[src/hw/rtl/lcsm_pkg.sv]
// shared types and constants of the li chao segment max block
// no dependencies; used by every module of the block
`default_nettype none

package lcsm_pkg;

    localparam int LEAF_COUNT = 1024;
    localparam int NODE_DEPTH = 2 * LEAF_COUNT;
    localparam int NODE_W     = $clog2(NODE_DEPTH);
    localparam int PT_W       = 11;
    localparam int CRD_AW     = $clog2(LEAF_COUNT);
    localparam int STK_DEPTH  = 16;
    localparam int SP_W       = $clog2(STK_DEPTH) + 1;

    typedef enum logic [1:0] {
        MODE_LOAD   = 2'd0,
        MODE_INSERT = 2'd1,
        MODE_QUERY  = 2'd2
    } t_mode;

    typedef enum logic [1:0] {
        K_LOAD   = 2'd0,
        K_INSERT = 2'd1,
        K_QUERY  = 2'd2
    } t_kind;

    typedef struct packed {
        t_kind              kind;
        logic [CRD_AW-1:0]  idx;
        logic signed [31:0] coord;
        logic [PT_W-1:0]    lo;
        logic [PT_W-1:0]    hi;
        logic signed [31:0] slope;
        logic signed [63:0] icpt;
        logic [PT_W-1:0]    pt;
    } t_cmd;

endpackage

`default_nettype wire

[src/hw/rtl/lcsm_front.sv]
// front part: input handshake, item classification and a two-entry command queue
// depends on lcsm_pkg
`default_nettype none

module lcsm_front
    import lcsm_pkg::*;
(
    input  wire logic                i_clk,
    input  wire logic                i_rst_n,
    input  wire logic                i_valid,
    output logic                     o_stall,
    input  wire logic [1:0]          i_mode,
    input  wire logic [9:0]          i_load_index,
    input  wire logic signed [31:0]  i_coord_value,
    input  wire logic [10:0]         i_range_low,
    input  wire logic [10:0]         i_range_high,
    input  wire logic signed [31:0]  i_slope,
    input  wire logic signed [63:0]  i_intercept,
    input  wire logic [10:0]         i_query_point,
    input  wire logic                i_clearing,
    output logic                     o_cmd_valid,
    output t_cmd                     o_cmd,
    input  wire logic                i_cmd_pop
);

    t_cmd       r_q [2];
    logic       r_wp;
    logic       r_rp;
    logic [1:0] r_cnt;
    t_cmd       n_cmd;
    logic       n_keep;
    logic       w_acc;
    logic       w_push;

    assign o_stall     = (r_cnt == 2'd2) || i_clearing;
    assign w_acc       = i_valid && !o_stall;
    assign o_cmd_valid = (r_cnt != 2'd0);
    assign o_cmd       = r_q[r_rp];
    assign w_push      = w_acc && n_keep;

    always_comb begin
        n_cmd.kind  = K_LOAD;
        n_cmd.idx   = i_load_index;
        n_cmd.coord = i_coord_value;
        n_cmd.lo    = i_range_low;
        n_cmd.hi    = i_range_high;
        n_cmd.slope = i_slope;
        n_cmd.icpt  = i_intercept;
        n_cmd.pt    = i_query_point;
        n_keep      = 1'b0;
        // clamp the query leaf into the tree
        if (i_query_point == 11'd0) begin
            n_cmd.pt = 11'd1;
        end else if (i_query_point > PT_W'(LEAF_COUNT)) begin
            n_cmd.pt = PT_W'(LEAF_COUNT);
        end
        case (t_mode'(i_mode))
            MODE_LOAD: begin
                n_cmd.kind = K_LOAD;
                n_keep     = 1'b1;
            end
            MODE_INSERT: begin
                n_cmd.kind = K_INSERT;
                n_keep     = (i_range_low <= i_range_high);
            end
            MODE_QUERY: begin
                n_cmd.kind = K_QUERY;
                n_keep     = 1'b1;
            end
            default: begin
                n_keep = 1'b0;
            end
        endcase
    end

    always_ff @(posedge i_clk) begin
        if (!i_rst_n) begin
            r_wp  <= 1'b0;
            r_rp  <= 1'b0;
            r_cnt <= 2'd0;
        end else begin
            if (w_push) begin
                r_q[r_wp] <= n_cmd;
                r_wp      <= ~r_wp;
            end
            if (i_cmd_pop) begin
                r_rp <= ~r_rp;
            end
            r_cnt <= r_cnt + {1'b0, w_push} - {1'b0, i_cmd_pop};
        end
    end

endmodule

`default_nettype wire

[config.mk]
export PLATFORM = sky130hd
export DESIGN_NAME = lcsm_front
export DESIGN_NICKNAME = d
export VERILOG_FILES = /design/src/hw/rtl/lcsm_pkg.sv /design/src/hw/rtl/lcsm_front.sv
export SDC_FILE = /design/constraint.sdc
export NUM_CORES = 1
export LEC_CHECK = 0
export ABC_AREA = 1
export BUFFER_PORTS_ARGS = -buffer_cell sky130_fd_sc_hd__buf_2
export CAP_MARGIN = 20
export CORE_ASPECT_RATIO = 0.8
export CORE_UTILIZATION = 32
export CTS_BUF_LIST = sky130_fd_sc_hd__clkbuf_4
export CTS_CLUSTER_SIZE = 25
export DETAILED_ROUTE_END_ITERATION = 10
export PLACE_DENSITY_LB_ADDON = 0.3
export SKIP_LAST_GASP = 1
export SLEW_MARGIN = 40
export SYNTH_ARGS = -nofsm -noshare
export SYNTH_HDL_FRONTEND = slang
export SYNTH_SLANG_ARGS = --single-unit
[constraint.sdc]
create_clock -name i_clk -period 10.4 [get_ports i_clk]
set_input_delay 0 -clock i_clk [delete_from_list [all_inputs] [get_ports i_clk]]
set_output_delay 0 -clock i_clk [all_outputs]
set_load 0.01 [all_outputs]
==> flow_summary_export.csv, run 1 <==
group,metric,value,unit
logic_synthesis,synth_cell_types,22,
logic_synthesis,synth-xor-area-share,0.00133,
placed_design,dp_hpwl,18100,um
die,initial_core_util,0.324,
logic_synthesis,yosysWarnings,0,
logic_synthesis,synthSimpleGateAreaFrac,0.0175,
logic_synthesis,syn-num-nets,851,
logic_synthesis,ys_seq_elements,351,
logic_synthesis,synth_edf_count,346,
logic_synthesis,synthAdderAreaFrac,0.0123,
logic_synthesis,synth_area,13200,sq um
logic_synthesis,syn_inst,660,
outcome,haltStage,"clock tree synthesis (4_1_cts)",
clock_network,hold_buffers,340,
placed_design,port_buffers,352,
clock_network,htree_num_levels,3,
placed_design,dp_cells,1543,
logic_synthesis,synth-main-ff-cell,"edfxtp_1",
clock_network,clockBufferDepth,3,
placed_design,pre_cts_ws,7340,ps
logic_synthesis,ys_seq_area_frac,0.796,
logic_synthesis,ys_top_cells_by_count,"edfxtp_1 (346), mux2_2 (173), inv_1 (40)",
die,pin_count,353,
die,die_h,184,um
outcome,error,"[ERROR RSZ-0060] Max buffer count reached.",
clock_network,cts.sink_count,351,
logic_synthesis,synth.top_cell.area_share,0.788,
clock_network,post_cts_resized,0,
die,rows,66,
logic_synthesis,avgSynthCellArea,20.0,sq um
logic_synthesis,synth_area_leader_cell,"edfxtp_1",
logic_synthesis,synthMuxAreaShare,0.148,
clock_network,root_buffer,"clkbuf_4",
die,fp.dieW,229,um
placed_design,gp_congestion,0.722,
logic_synthesis,synth_compound_area_frac,0.00285,
logic_synthesis,async_flop_share,0,
outcome,run_status,"stopped before the end",
clock_network,cts_setup_buffers,0,
clock_network,numCtsBuffers,92,
logic_synthesis,synth_top_family_by_area,"multiplexers",
logic_synthesis,yosysMostFrequentCell,"edfxtp_1",
logic_synthesis,yosys-top-cells-area,"edfxtp_1 (79%), mux2_2 (15%), ha_1 (1.2%)",
## per-stage QoR
stage | hold slack, ps | instance area [sq um]
detailed placement | 191 | 15600
global placement | 188 | 15600
floorplan | 93.5 | 13200
## logic make-up after synthesis
group / count (synthesis)
buffers and inverters: 61
flip-flops: 351
XOR/XNOR: 2
adder cells (fa/ha/maj): 13
AND/OR/NAND/NOR: 53
multiplexers: 173
AO/OA/AOI/OAI: 7
==> inputs of run 2 (changes only) <==
--- a/config.mk
+++ b/config.mk
@@ -8,12 +8,9 @@
 export ABC_AREA = 1
 export BUFFER_PORTS_ARGS = -buffer_cell sky130_fd_sc_hd__buf_2
 export CAP_MARGIN = 20
-export CORE_ASPECT_RATIO = 0.8
-export CORE_UTILIZATION = 32
-export CTS_BUF_LIST = sky130_fd_sc_hd__clkbuf_4
-export CTS_CLUSTER_SIZE = 25
+export CORE_UTILIZATION = 20
 export DETAILED_ROUTE_END_ITERATION = 10
-export PLACE_DENSITY_LB_ADDON = 0.3
+export PLACE_DENSITY_LB_ADDON = 0.15
 export SKIP_LAST_GASP = 1
 export SLEW_MARGIN = 40
 export SYNTH_ARGS = -nofsm -noshare
==> flow_summary_export.csv, run 2 <==
group,metric,value,unit
outcome,run_status,"complete, no violations",
logic_synthesis,ys_seq_elements,351,
die,die_h,259,um
layout,synthToLayoutAreaGrowth,45.8,%
logic_synthesis,async_flop_share,0,
setup_path,path_depth,8,
grt,grt_max_degree,81,
placed_design,place_area,16000,sq um
die,initial_core_util,0.203,
grt,grt_pass1_wl,49300,um
logic_synthesis,synth_area_leader_cell,"edfxtp_1",
setup_path,slowest_stage,"dlygate4sd3_1",
setup_path,cp_max_fo,55,
placed_design,dp_hpwl,21200,um
detailed_routing,drc_errors,0,
setup_path,start_kind,"flop",
sta,finClkSkew,14.9,ps
sta,fmax,0.299,GHz
clock_network,clkTransAtPathRegs,50,ps
detailed_routing,avgRoutedWirePerCell,15.6,um
pwr,p_comb_frac,0.093,
sta,min_period,3340,ps
pwr,p_clk_frac,0.442,
logic_synthesis,syn-num-nets,851,
setup_path,crit_type,"reg2reg",
grt,gr-total-overflow,0,
logic_synthesis,syn_inst,660,
setup_path,crit_buf_inv,4,
layout,largest_register_ffs,346,
grt,grt.total_usage,0.0970,
logic_synthesis,yosys-top-cells-area,"edfxtp_1 (79%), mux2_2 (15%), ha_1 (1.2%)",
setup_path,crit_chain,"inv_1 > o21bai_1 > nor2_1 > dlygate4sd3_1 > nand2_4 > nor2_4 > buf_4 > buf_6",
pwr,power.switching,0.750,mW
sta,final.setup.tns,0,ps
pwr,p_int,2.68,mW
sta,rsz0062_at_grt,"false",
detailed_routing,wl,33000,um
detailed_routing,drt_iter0_drc,278,
setup_path,worstRegToRegCells,8,
die,rows,93,
detailed_routing,firstDrtPassIters,4,
clock_network,post_cts_resized,0,
layout,final_util,0.296,
pwr,p_per_area,179,nW/um^2
clock_network,htree_num_levels,2,
detailed_routing,viasPerCell,3.66,
sta,drv_slew,0,
layout,num-nets-final,1416,
layout,layout_commonest_cell,"buf_2",
sta,timing.slew.headroom,0.529,
placed_design,dp_cells,1856,
layout,layout_common_cells,"buf_2 (352), edfxtp_1 (346), dlygate4sd3_1 (178), mux2_2 (173), clkbuf_16 (46)",
pwr,seqPwrFrac,0.465,
clock_network,cts.sink_count,351,
placed_design,port_buffers,352,
setup_path,cp.required,10590,ps
pwr,total_power,3.43,mW
die,dieArea,66900,sq um
clock_network,insertion_delay,560,ps
grt,grt_pass1_vias,8481,
die,fp.dieW,259,um
placed_design,pre_cts_ws,6900,ps
sta,fin_crit_sh,0.321,
pwr,ir_drop,0.000108,V
sta,fin_hold_ws,79.2,ps
pwr,switching_share,0.218,
setup_path,slowest_delay,640,ps
logic_synthesis,synth_area,13200,sq um
layout,drive_gt1_frac,0.477,
detailed_routing,num_vias,7746,
sta,finalHoldViolCount,0,
logic_synthesis,ys_top_cells_by_count,"edfxtp_1 (346), mux2_2 (173), inv_1 (40)",
clock_network,hold_buffers,178,
flow_run,max-cap-violations,0,
clock_network,cts_setup_buffers,0,
layout,fin_cells,2116,
logic_synthesis,avgSynthCellArea,20.0,sq um
setup_path,cp_top_family,"buffers and inverters",
die,pin_count,353,
logic_synthesis,synth_edf_count,346,
sta,tightest_slew,706,ps
logic_synthesis,ys_seq_area_frac,0.796,
layout,fillers,6555,
layout,antenna_cells,0,
layout,largestRegisters,"r_q (346), r_cnt (2)",
setup_path,crit_path_end_kind,"flop",
worst_hold_path,hold_path_depth,5,
logic_synthesis,yosysWarnings,0,
pwr,leakage,7.16,nW
layout,largest_register,"r_q",
clock_network,numCtsBuffers,44,
placed_design,gp_congestion,0.693,
clock_network,root_buffer,"clkbuf_16",
sta,finalSetupViolations,0,
logic_synthesis,yosysMostFrequentCell,"edfxtp_1",
layout,fin_area,19200,sq um
detailed_routing,ant_nets,0,
die,core_area,64800,sq um
logic_synthesis,synth_cell_types,22,
logic_synthesis,synth.top_cell.area_share,0.788,
clock_network,cts_tree,"built",
sta,final.setup.worst_slack,7060,ps
clock_network,clockBufferDepth,3,
setup_path,arrival,3530,ps
worst_hold_path,worstHoldPathType,"in2reg",
grt,antenna_found_initial,0,
logic_synthesis,synth-main-ff-cell,"edfxtp_1",
==> run 2: power groups by stage <==
stage | combinational, mW | clock (mW) | sequential [mW]
2_1_floorplan | 0.150 | 0 | 1.62
3_3_place_gp | 0.265 | 0 | 1.63
3_5_place_dp | 0.272 | 0 | 1.63
4_1_cts | 0.330 | 1.59 | 1.60
5_1_grt | 0.349 | 1.63 | 1.60
6_report | 0.318 | 1.52 | 1.60
==> run 2: worst register-to-register path, cell delays in order (launching register included) <==
cell and delay, ps:
dfxtp_1 300, inv_1 80, o21bai_1 90, nor2_1 160
dlygate4sd3_1 640, nand2_4 80, nor2_4 440, buf_4 560
buf_6 600
==> run 2: cells by family after synthesis <==
family / synth area share
flip-flops: 0.796
XOR/XNOR: 0.00133
AO/OA/AOI/OAI: 0.00285
multiplexers: 0.148
adder cells (fa/ha/maj): 0.0123
AND/OR/NAND/NOR: 0.0175
buffers and inverters: 0.0224
==> run 2: area by class of cell <==
cell class | count | area (sq um) | share of cell area
clock buffer | 59 | 1200 | 0.0624
clock inverter | 23 | 244 | 0.0127
inverter | 41 | 161 | 0.00840
multi-input combinational | 248 | 2400 | 0.125
sequential | 351 | 10500 | 0.546
tap | 855 | 1070 | 0.0557
timing repair buffer | 539 | 3640 | 0.190
==> run 2: final timing paths <==
check                           startpoint          to  slack [ps]
worst min register to register    r_cnt[1]    r_cnt[1]         490
worst min-delay path            i_clearing        r_wp          80
worst max-delay path              r_cnt[1]  r_q[1][95]        7060
worst max register to register    r_cnt[1]  r_q[1][95]        7060
==> run 2: per-layer routing <==
| metal | GRT usage | vias to the layer above | routed length [um] |
|---|---|---|---|
| met5 | 0 | - | 0 |
| met4 | 0.0335 | 0 | 869 |
| met3 | 0.0321 | 61 | 2240 |
| met2 | 0.172 | 206 | 16600 |
| met1 | 0.108 | 3810 | 13300 |
| li1 | - | 3669 | - |
No activity file was read; power rests on OpenSTA's default activity.
